==> config.mk <==
export PLATFORM = sky130hd
export DESIGN_NAME = midi_acia_cartridge_top
export DESIGN_NICKNAME = d
export VERILOG_FILES = /design/src/hdl/midi_acia_pkg.sv /design/src/hdl/midi_acia_in_reg.sv /design/src/hdl/midi_acia_engine.sv /design/src/hdl/midi_acia_cartridge_top.sv
export SDC_FILE = /design/constraint.sdc
export NUM_CORES = 1
export LEC_CHECK = 0
export BUFFER_PORTS_ARGS = -buffer_cell sky130_fd_sc_hd__clkbuf_2
export CORE_ASPECT_RATIO = 1.1
export CORE_MARGIN = 2
export CORE_UTILIZATION = 50
export CTS_BUF_LIST = sky130_fd_sc_hd__clkbuf_2 sky130_fd_sc_hd__clkbuf_4 sky130_fd_sc_hd__clkbuf_8
export CTS_CLUSTER_DIAMETER = 30
export DETAILED_ROUTE_END_ITERATION = 7
export PLACE_DENSITY = 0.7
export SLEW_MARGIN = 20
export SYNTH_ARGS = -nofsm -noshare
export SYNTH_HDL_FRONTEND = slang
export SYNTH_SLANG_ARGS = --single-unit
==> constraint.sdc <==
create_clock -name i_clk -period 2.75 [get_ports i_clk]
set_input_delay 0 -clock i_clk [delete_from_list [all_inputs] [get_ports i_clk]]
set_output_delay 0 -clock i_clk [all_outputs]
set_load 0.02 [all_outputs]
==> src/hdl/midi_acia_pkg.sv <==
// Package: types, address map and character period table for the MIDI ACIA cartridge.
`timescale 1ns / 1ps

package midi_acia_pkg;

    typedef enum logic [1:0] {
        FUNC_READ  = 2'd0,
        FUNC_WRITE = 2'd1,
        FUNC_TICK  = 2'd2,
        FUNC_NOP   = 2'd3
    } t_func;

    typedef struct packed {
        t_func       func;
        logic [3:0]  addr;
        logic [7:0]  wdata;
        logic        rmw;
        logic        rx_ready;
        logic [7:0]  rx_byte;
    } t_acia_in;

    typedef struct packed {
        logic [7:0]  rdata;
        logic        tx_valid;
        logic [7:0]  tx_byte;
        logic        irq_line;
        logic        nmi_line;
        logic        rx_taken;
    } t_acia_out;

    typedef struct packed {
        logic [3:0] ctrl_a;
        logic [3:0] stat_a;
        logic [3:0] tx_a;
        logic [3:0] rx_a;
        logic       row_hi;
        logic       nmi;
    } t_cart_map;

    localparam logic [1:0] MODE_STD     = 2'd0;
    localparam logic [1:0] MODE_HIGH    = 2'd1;
    localparam logic [1:0] MODE_FAST    = 2'd2;
    localparam logic [1:0] MODE_STD_NMI = 2'd3;

    localparam logic [1:0] DIV_RESET = 2'd3;

    localparam logic [7:0] CTRL_RESET = 8'h03;
    localparam logic [7:0] STAT_RESET = 8'h02;
    localparam logic [7:0] BYTE_EMPTY = 8'hFF;

    localparam int unsigned STAT_RDRF = 0;
    localparam int unsigned STAT_TDRE = 1;
    localparam int unsigned STAT_OVRN = 5;
    localparam int unsigned STAT_IRQ  = 7;
    localparam int unsigned CTRL_RIE  = 7;

    localparam logic [1:0] PHASE_IDLE    = 2'd0;
    localparam logic [1:0] PHASE_SENDING = 2'd1;
    localparam logic [1:0] PHASE_QUEUED  = 2'd2;

    localparam int unsigned CPU_HZ = 985248;

    // Baud rates: low row then high row, indexed by {row, divide code}.
    localparam int unsigned BAUD_0 = 16 * 31250;
    localparam int unsigned BAUD_1 = 31250;
    localparam int unsigned BAUD_2 = 16 * 31250 / 64;
    localparam int unsigned BAUD_4 = 64 * 31250;
    localparam int unsigned BAUD_5 = 64 * 31250 / 16;
    localparam int unsigned BAUD_6 = 31250;

    localparam int unsigned RAW_0 = CPU_HZ / BAUD_0;
    localparam int unsigned RAW_1 = CPU_HZ / BAUD_1;
    localparam int unsigned RAW_2 = CPU_HZ / BAUD_2;
    localparam int unsigned RAW_4 = CPU_HZ / BAUD_4;
    localparam int unsigned RAW_5 = CPU_HZ / BAUD_5;
    localparam int unsigned RAW_6 = CPU_HZ / BAUD_6;

    localparam int unsigned PERIOD_MAX = 65535;

    function automatic logic [15:0] clamp_period(input int unsigned t);
        logic [15:0] r;
        if (t < 1) begin
            r = 16'd1;
        end else if (t > PERIOD_MAX) begin
            r = 16'hFFFF;
        end else begin
            r = t[15:0];
        end
        return r;
    endfunction

    // Unused divide code entries have no baud rate and run at one tick.
    localparam logic [15:0] PERIOD_TAB [8] = '{
        clamp_period(RAW_0), clamp_period(RAW_1), clamp_period(RAW_2), 16'd1,
        clamp_period(RAW_4), clamp_period(RAW_5), clamp_period(RAW_6), 16'd1
    };

    function automatic t_cart_map cart_map(input logic [1:0] mode);
        t_cart_map m;
        unique case (mode)
            MODE_STD:     m = '{4'd0, 4'd2, 4'd1, 4'd3, 1'b0, 1'b0};
            MODE_HIGH:    m = '{4'd8, 4'd8, 4'd9, 4'd9, 1'b0, 1'b0};
            MODE_FAST:    m = '{4'd4, 4'd6, 4'd5, 4'd7, 1'b1, 1'b0};
            MODE_STD_NMI: m = '{4'd0, 4'd2, 4'd1, 4'd3, 1'b0, 1'b1};
            default:      m = '{4'd0, 4'd2, 4'd1, 4'd3, 1'b0, 1'b0};
        endcase
        return m;
    endfunction

endpackage

==> src/hdl/midi_acia_in_reg.sv <==
// Input register: holds one bus transaction until the engine takes it.
`timescale 1ns / 1ps

module midi_acia_in_reg import midi_acia_pkg::*; (
    input  logic     i_clk,
    input  logic     i_rst_n,
    input  logic     i_in_valid,
    output logic     o_in_stall,
    input  t_acia_in i_in_data,
    input  logic     i_take,
    output logic     o_valid,
    output t_acia_in o_data
);

    logic     r_valid;
    logic     n_valid;
    t_acia_in r_data;
    logic     accept;

    // The held transaction blocks a new one only when the engine cannot take it.
    assign o_in_stall = r_valid && !i_take;
    assign accept     = i_in_valid && !o_in_stall;

    always_comb begin
        n_valid = r_valid;
        if (accept) begin
            n_valid = 1'b1;
        end else if (i_take) begin
            n_valid = 1'b0;
        end
    end

    always_ff @(posedge i_clk) begin
        if (!i_rst_n) begin
            r_valid <= 1'b0;
        end else begin
            r_valid <= n_valid;
        end
    end

    always_ff @(posedge i_clk) begin
        if (accept) begin
            r_data <= i_in_data;
        end
    end

    assign o_valid = r_valid;
    assign o_data  = r_data;

endmodule

==> src/hdl/midi_acia_engine.sv <==
// ACIA engine: register state, one-pass step logic and the result register.
`timescale 1ns / 1ps

module midi_acia_engine import midi_acia_pkg::*; (
    input  logic       i_clk,
    input  logic       i_rst_n,
    input  logic       i_cfg_we,
    input  logic [1:0] i_cfg_wdata,
    input  logic       i_valid,
    input  t_acia_in   i_data,
    output logic       o_take,
    output logic       o_out_valid,
    input  logic       i_out_stall,
    output t_acia_out  o_out_data
);

    typedef struct packed {
        logic [7:0]  control;
        logic [7:0]  status;
        logic [7:0]  rx_data;
        logic [7:0]  tx_data;
        logic [1:0]  tx_phase;
        logic        irq_pend;
        logic        ports_open;
        logic        timer_armed;
        logic [15:0] countdown;
        logic [7:0]  prev_read;
    } t_acia_state;

    localparam t_acia_state STATE_RESET = '{
        control:     CTRL_RESET,
        status:      STAT_RESET,
        rx_data:     8'h00,
        tx_data:     8'h00,
        tx_phase:    PHASE_IDLE,
        irq_pend:    1'b0,
        ports_open:  1'b0,
        timer_armed: 1'b0,
        countdown:   16'd0,
        prev_read:   8'h00
    };

    function automatic t_acia_state bus_write(input t_acia_state s, input t_cart_map m,
                                              input logic [3:0] a, input logic [7:0] v);
        t_acia_state r;
        r = s;
        if (a == m.ctrl_a) begin
            r.control = v;
            if (v[1:0] != DIV_RESET) begin
                r.ports_open = 1'b1;
                if (s.tx_phase == PHASE_IDLE) begin
                    r.timer_armed = 1'b1;
                    r.countdown   = 16'd1;
                end
            end else begin
                // Master reset keeps the data bytes and the last read value.
                r.control     = CTRL_RESET;
                r.status      = STAT_RESET;
                r.tx_phase    = PHASE_IDLE;
                r.ports_open  = 1'b0;
                r.timer_armed = 1'b0;
                r.countdown   = 16'd0;
                r.irq_pend    = 1'b0;
            end
        end else if (a == m.tx_a) begin
            r.status[STAT_IRQ] = 1'b0;
            if (s.status[STAT_TDRE] && (s.control[1:0] != DIV_RESET)) begin
                r.status[STAT_TDRE] = 1'b0;
                r.tx_data = v;
                if (s.tx_phase == PHASE_IDLE) begin
                    r.timer_armed = 1'b1;
                    r.countdown   = 16'd1;
                    r.tx_phase    = PHASE_QUEUED;
                end else if (s.tx_phase == PHASE_SENDING) begin
                    r.tx_phase = PHASE_QUEUED;
                end
            end
        end
        return r;
    endfunction

    function automatic t_acia_state bus_read(input t_acia_state s, input t_cart_map m,
                                             input logic [3:0] a);
        t_acia_state r;
        r = s;
        r.prev_read = BYTE_EMPTY;
        if (a == m.stat_a) begin
            r.prev_read = s.status;
        end else if (a == m.rx_a) begin
            r.status[STAT_OVRN] = 1'b0;
            if (s.irq_pend) begin
                r.status[STAT_IRQ] = 1'b0;
                r.irq_pend = 1'b0;
            end
            if (s.status[STAT_RDRF]) begin
                r.status[STAT_RDRF] = 1'b0;
                r.prev_read = s.rx_data;
            end
        end
        return r;
    endfunction

    logic [1:0]  r_mode;
    t_acia_state r_st;
    t_acia_state n_st;
    t_acia_state st;
    logic        r_out_valid;
    logic        n_out_valid;
    t_acia_out   r_out;
    t_acia_out   res;
    t_cart_map   m;
    logic        advance;

    assign m       = cart_map(r_mode);
    assign advance = !r_out_valid || !i_out_stall;
    assign o_take  = i_valid && advance;

    always_comb begin
        st           = r_st;
        res          = '0;
        res.rdata    = BYTE_EMPTY;
        unique case (i_data.func)
            FUNC_READ: begin
                st        = bus_read(r_st, m, i_data.addr);
                res.rdata = st.prev_read;
            end
            FUNC_WRITE: begin
                if (i_data.rmw) begin
                    st = bus_write(st, m, i_data.addr, r_st.prev_read);
                end
                st = bus_write(st, m, i_data.addr, i_data.wdata);
            end
            FUNC_TICK: begin
                if (r_st.timer_armed) begin
                    if (r_st.countdown > 16'd1) begin
                        st.countdown = r_st.countdown - 16'd1;
                    end else begin
                        if ((r_st.tx_phase == PHASE_QUEUED) && r_st.ports_open) begin
                            res.tx_valid = 1'b1;
                            res.tx_byte  = r_st.tx_data;
                        end
                        if (r_st.tx_phase != PHASE_IDLE) begin
                            st.tx_phase = r_st.tx_phase - 2'd1;
                        end
                        if (r_st.ports_open && !r_st.status[STAT_RDRF] && i_data.rx_ready) begin
                            st.rx_data          = i_data.rx_byte;
                            st.status[STAT_RDRF] = 1'b1;
                            res.rx_taken        = 1'b1;
                            if (r_st.control[CTRL_RIE]) begin
                                st.status[STAT_IRQ] = 1'b1;
                                st.irq_pend         = 1'b1;
                            end
                        end
                        st.status[STAT_TDRE] = 1'b1;
                        st.countdown = PERIOD_TAB[{m.row_hi, r_st.control[1:0]}];
                    end
                end
            end
            FUNC_NOP: begin
                st = r_st;
            end
            default: begin
                st = r_st;
            end
        endcase
        res.irq_line = st.irq_pend && !m.nmi;
        res.nmi_line = st.irq_pend && m.nmi;

        n_st        = o_take ? st : r_st;
        n_out_valid = o_take || (r_out_valid && i_out_stall);
    end

    always_ff @(posedge i_clk) begin
        if (!i_rst_n) begin
            r_mode      <= MODE_STD;
            r_st        <= STATE_RESET;
            r_out_valid <= 1'b0;
        end else begin
            if (i_cfg_we) begin
                r_mode <= i_cfg_wdata;
            end
            r_st        <= n_st;
            r_out_valid <= n_out_valid;
        end
    end

    always_ff @(posedge i_clk) begin
        if (o_take) begin
            r_out <= res;
        end
    end

    assign o_out_valid = r_out_valid;
    assign o_out_data  = r_out;

endmodule

==> src/hdl/midi_acia_cartridge_top.sv <==
// Top level of the MIDI ACIA cartridge: input register feeding the ACIA engine.
`timescale 1ns / 1ps
// A transaction passes the input register, then the result register. The block takes one transaction
// per cycle unless the result stalls; the state update is one feedback loop. A stalled result holds
// the engine; the input register then takes one more transaction. Reset (synchronous, active low)
// empties both registers and loads the ACIA reset state. Configuration writes take effect at the
// next edge; the user must make them only while the block is idle, which the block does not enforce.

module midi_acia_cartridge_top import midi_acia_pkg::*; (
    input  logic       i_clk,
    input  logic       i_rst_n,
    // Configuration: interface mode (address map, baud row, interrupt kind).
    input  logic       i_cfg_we,
    input  logic [1:0] i_cfg_wdata,
    // Bus, tick and host receive transactions.
    input  logic       i_in_valid,
    output logic       o_in_stall,
    input  t_acia_in   i_in_data,
    // Read data, transmitted byte and interrupt lines, one result per transaction.
    output logic       o_out_valid,
    input  logic       i_out_stall,
    output t_acia_out  o_out_data
);

    logic     in_valid;
    t_acia_in in_data;
    logic     take;

    // The input register holds one transaction ahead of the result register;
    // it stalls only while holding a transaction that the engine cannot take.
    midi_acia_in_reg u_in_reg (
        .i_clk      (i_clk),
        .i_rst_n    (i_rst_n),
        .i_in_valid (i_in_valid),
        .o_in_stall (o_in_stall),
        .i_in_data  (i_in_data),
        .i_take     (take),
        .o_valid    (in_valid),
        .o_data     (in_data)
    );

    // The engine holds all ACIA state and computes each transaction's effect in
    // one pass, writing the new state and the result register together.
    midi_acia_engine u_engine (
        .i_clk       (i_clk),
        .i_rst_n     (i_rst_n),
        .i_cfg_we    (i_cfg_we),
        .i_cfg_wdata (i_cfg_wdata),
        .i_valid     (in_valid),
        .i_data      (in_data),
        .o_take      (take),
        .o_out_valid (o_out_valid),
        .i_out_stall (i_out_stall),
        .o_out_data  (o_out_data)
    );

endmodule

* Word level (Yosys, flattened, before mapping)
Memories as Yosys holds them, arrays and structs flattened. Index checks and enable logic that the tools add are counted.
Storage, ports and cells: input bits 31, register bits 109, word-level logic and storage cells 192, memories kept 1, output and inout port bits 22, ROM bits 128
Operators by class: reductions and logical operators 40, multiplexer cells 83, $lt $le $gt $ge 2, eq/ne operators 26, bitwise logic cells 8, add/sub/neg operators 2
Memory list:
- (name not given) | words 8, width 16, read ports 1, clocked after Yosys merged registers in 0, write ports 0, line midi_acia_engine.sv:155 | st.countdown = PERIOD_TAB[{m.row_hi, r_st.control[1:0]}];
Operators by type and width (count):
- 17-bit 2-to-1 mux | 8
- 61-bit 2-to-1 mux | 2
- 16-bit 2-to-1 mux | 6
- 18-bit case mux with 4 select lines | 1
- 10-bit 2-to-1 mux | 6
- 8-bit 2-to-1 mux | 7
- 18-bit 2-to-1 mux | 2
- 16-bit case mux with 2 select lines | 1
- 10-bit case mux with 3 select lines | 1
- 1-bit 2-to-1 mux | 28
- 2-bit 2-to-1 mux | 9
- 9-bit 2-to-1 mux | 2
- 4-bit equality test | 4
- 16-bit by 1-bit greater-than comparator with 1-bit output, second input constant | 1
- 8-bit case mux with 2 select lines | 1
- 16-bit by 1-bit subtractor with 16-bit output, second input constant | 1
- 2-bit by 1-bit != test with 1-bit output, second input constant | 7
- 7-bit AND reduction | 2
- 3-bit 2-to-1 mux | 4
- 2-bit != test, second input constant | 6
- 3-bit case mux with 4 select lines | 1
- 3-bit AND reduction | 4
- 1-bit logical AND | 11
- 2-bit equality test, second input constant | 5
- 20 further kinds | 41

* Longest topological paths before layout
depth after elaboration 16, mapped depth 9, gate-level depth less buffers 8

* Modules after synthesis
Synthesis repeated with hierarchy kept, for this count alone.
Second synthesis, totals: cells, all modules 517, area, all modules 4964.8 um2
Modules (own cells, without submodules):
- midi_acia_engine | area an instance 4196.5 um2, times used 1, sequential area each 1781.7 um2, cells an instance 489
- midi_acia_in_reg | area an instance 768.2 um2, times used 1, sequential area each 740.7 um2, cells an instance 28

* Worst setup path before layout
No wires, ideal clock.
kind flip-flop to flip-flop, start register u_engine.r_st[18] (netlist bit), end register u_engine.r_st[46] (netlist bit), cell stages (with the launch flop) 8, library setup time 0.120 ns, slack 0.155 ns, buffers on the path 1, required time 2.630 ns, clock period less this slack 2.595 ns, arrival time 2.475 ns, cell sequence dfxtp_1 > or4_1 > buf_2 > or4b_4 > nor2_4 > a21boi_2 > or4_1 > a211o_1
On the way: word-level cells in the longest chain between the ends 3
Ends and longest elaborated chain:
- from (decl) | line midi_acia_engine.sv:104 | t_acia_state r_st;
- from (signal assigned) | line midi_acia_engine.sv:182 | r_st <= n_st;
- 16-bit by 1-bit greater-than comparator with 1-bit output | line midi_acia_engine.sv:135 | if (r_st.countdown > 16'd1) begin
- 2-bit != test (no line)
- 5-bit AND reduction (no line)
No other way between the ends. A chain may end at the register's enable or synchronous reset.

* Final worst setup path
start register u_engine.r_st[18] (netlist bit), end register u_engine.r_st[27] (netlist bit)
On the way: word-level cells in the longest chain between the ends 3
Ends and longest elaborated chain (line):
- 16-bit by 1-bit greater-than comparator with 1-bit output | midi_acia_engine.sv:135
- 2-bit != test (no line)
- 6-bit AND reduction (no line)
No other way between the ends.

==> results.txt <==
----------------------------------------------------
[Outcome]
  Outcome ... finished, final reports clean

[Clock tree]
  Htree depth ... 3
  Clock root buffer ... clkbuf_8
  Sinks on the clock net ... ~100
  Clock tree from TritonCTS ... yes
  Total CTS buffers ... 9
  Clock slew seen by the registers of the worst setup and hold paths ... 0.10 ns
  Buffers from clock root to sink, at most ... 2
  Worst skew pair latency ... 0.38 ns

[Yosys]
  Adder-cell share of the synthesized area ... 3.66%
  Fraction of registers with async set/reset ... 0%
  Number of enable flip-flop cells after synthesis ... between 40 and 50
  Most common library cells after synthesis ... dfxtp_1 (60), nand2_1 (51), edfxtp_1 (44)
  Mapped Nets ... approximately 580
  Most used DFF post-synth ... dfxtp_1
  Average size of a mapped cell ... 9.57 um2
  Dominant combinational cell family by area after synthesis ... simple AND/OR/NAND/NOR gates
  Post-Synth Simple-Gate Area ... 21.0%
  Multiplexer share of the synthesized area ... under 10%
  Number of distinct standard cells referenced by the synthesized netlist ... 67
  Share of the synthesized area in the top cell type ... about a quarter
  Count leader, synth ... dfxtp_1
  Post-synth top area cell ... edfxtp_1
  #FFs+latches synth ... between 100 and 150
  Yosys warns ... 0
  Fraction of the yosys area taken by sequential cells ... approximately 50%
  Xor/xnor share of the synthesized area ... less than 1%
  Largest cells by area after synthesis ... edfxtp_1 (26%), dfxtp_1 (23%), nand2_1 (3.7%)
  Syn Std Cell Area ... 5130 um2
  Area fraction in compound gates after synthesis ... 19.4%
  Synthesized netlist cell count ... 536

[Drt]
  Count of unresolved DRC violations after routing ... 0
  Post-route ant nets ... 0
  DR iter-0 viols ... between 300 and 400
  DR WL/cell ... approximately 17 um
  Number of detailed-routing iterations run before antenna repair ... 5
  Routed via count divided by cell count ... around 5.8
  Total Routed Length ... ~13000 um
  Via Count ... 4363

[Critical path]
  Startpoint type of the worst setup path ... register
  Slowest CP cell ... or4b_4
  Critical path fanouts, max ... 8
  Type of the worst setup path ... reg -> reg
  Kind of end point of the critical path ... register
  Arrival @ worst endpoint ... between 2 and 3 ns
  Worst path required time ... slightly above 3 ns
  Max incr delay on CP ... slightly above 0.6 ns
  Crit-path cells ... or4_1 -> or4b_4 -> o31ai_4 -> nand2_1 -> or3_1 -> o32ai_1

[Cells and area]
  Count of nets after finishing ... 669
  Fill count ... approximately 850
  Multi-input logic area ... roughly 2400 um2
  Antenna diodes ... 0
  Area taken by flip-flops and latches ... between 2000 and 3000 um2
  Area Overhead vs Synth ... 19.2%
  Fraction of layout instances using a drive strength above 1 ... between 10% and 20%

[Floorplanning]
  Total number of placement rows ... 38
  Number of placed I/O pins ... 53
  Effective utilization at floorplan ... between 50% and 60%
  Die width ... approximately 100 um
  Floorplan die height ... 110 um
  Core area ... around 9900 um2
  Area of the die ... between 10000 and 15000 um2

[Global routing]
  All-Layer GR Usage ... 23.2%
  Maximum number of pins on one net before global-route repair ... 25
  Total grt overflow ... 0
  Global-route wire length before repair ... 20100 um
  Number of antenna violations at the first check in global routing ... 0
  Number of global-route vias before repair ... 4149

[Timing]
  Worst slew margin ... approximately 60%
  Endpoints failing hold ... 0
  Final-layout worst hold slack ... 0.326 ns
  Clock period minus final worst setup slack ... ~2.7 ns
  Accumulated negative setup slack ... 0 ns
  Timing-limited maximum frequency ... ~380 MHz
  Worst setup skew after layout ... approximately 0.014 ns
  Unrepaired setup endpoints after global routing ... false
  Final count of negative-setup-slack endpoints ... 0
  Slew Viols, Final ... 0
  Final Cycle Share ... a little over nine tenths
  Actual slew at the worst max-slew pin ... 0.610 ns

[Power]
  Worst vdd rail ir drop ... between 0.0003 and 0.0004 V
  Leakage power total ... 0.00238 uW
  Pwr Density ... between 600 and 700 nW/um2

[Job]
  Max-capacitance violation count ... 0

[Hold path]
  Path type of the worst min-delay path ... in -> reg

[Placement]
  IO buf count ... 52
  Detailed placement HPWL ... a little under 9000 um
  Placer's final routability congestion estimate ... approximately 0.91

----------------------------------------------------
[power by group]
group	internal [uW]	leakage (uW)	switching, uW
sequential	1690	0.000887	80.3
combinational	379	0.00139	565
clock	448	0.000107	556
[metrics by stage]
stage | std cells | cell area (um2) | power (uW) | util, % | setup WS (ns)
CTS | 748 | 6120 | 3710 | 61.6 | 0.122
floorplan | 536 | 5130 | 2400 | - | 0.155
detailed placement | 701 | 5600 | 2690 | 56.3 | 0.159
global route | 748 | 6120 | 3890 | 61.6 | 0.0113
finish | 748 | 6120 | 3720 | 61.6 | 0.0970
global placement | 701 | 5600 | 2670 | 56.3 | 0.246
[timing repair]
action	4_1_cts	5_1_grt
endpoints found under the hold margin	31	0
resized for setup	0	0
setup buffers	0	0
hold buffers	31	0
[layout make-up]
class	count	area share [%]
clock buffer	10	2.15
clock inverter	6	1.25
inverter	21	1.29
multi-input combinational	382	39.6
sequential	104	41.2
tap	120	2.45
timing repair buffer	105	12.0
[cell usage in the layout (no fill, tap or decap), types with 9 or more instances in the layout]
master	instances
nor2_1	39
o22ai_1	10
edfxtp_1	44
clkbuf_2	52
and2_1	26
nand3_1	14
buf_4	22
dfxtp_1	60
o21ai_0	32
dlygate4sd3_1	31
nor3_1	17
mux2i_1	13
clkbuf_8	9
a31oi_1	11
ha_1	15
inv_1	20
nand2_1	51
a21oi_1	29
nand2b_1	11
[worst max-delay path: cells and delay by family, from the launching register on]
kind,cells,cell delay (ns)
AND/OR/NAND/NOR,4,1.69
AO/OA/AOI/OAI,2,0.47
flip-flops,1,0.39
[metal layers]
layer / part of all wire [%] / up-vias / routed length (um) / global-route usage, %
met5: 0 / - / 0 / 0
met4: 2.3 / 0 / 282 / 8.81
met3: 5.6 / 19 / 706 / 4.41
met2: 49 / 169 / 6120 / 39.9
met1: 43 / 2037 / 5410 / 29.0
li1: - / 2138 / - / -
[path summary, 6_finish.rpt]
path | depth (start not counted) | startpoint | endpoint | slack [ns]
max | 6 | u_engine.r_st[18] | u_engine.r_st[27] | 0.1
min | 2 | i_in_data[0] | u_in_reg.o_data[0] | 0.33
max reg2reg | 6 | u_engine.r_st[18] | u_engine.r_st[27] | 0.1
min reg2reg | 2 | u_engine.r_st[50] | u_engine.r_st[50] | 0.46
[cells by family (layout without fill, tap and decap cells)]
family                   count (synthesis)  after routing
XOR/XNOR                                 3              3
AO/OA/AOI/OAI                          146            146
buffers and inverters                   50            142
multiplexers                            13             13
flip-flops                             104            104
adder cells (fa/ha/maj)                 15             15
AND/OR/NAND/NOR                        205            205
[flip-flops by register name, indices dropped and copies added, names as in the netlist]
register / flops
u_engine.r_st: 56
u_in_reg.o_data: 24
u_engine.o_out_data: 20
u_engine.o_out_valid: 1
u_in_reg.o_valid: 1
u_engine.r_mode: 2
Note: power is estimated with default switching activity, not from simulation.
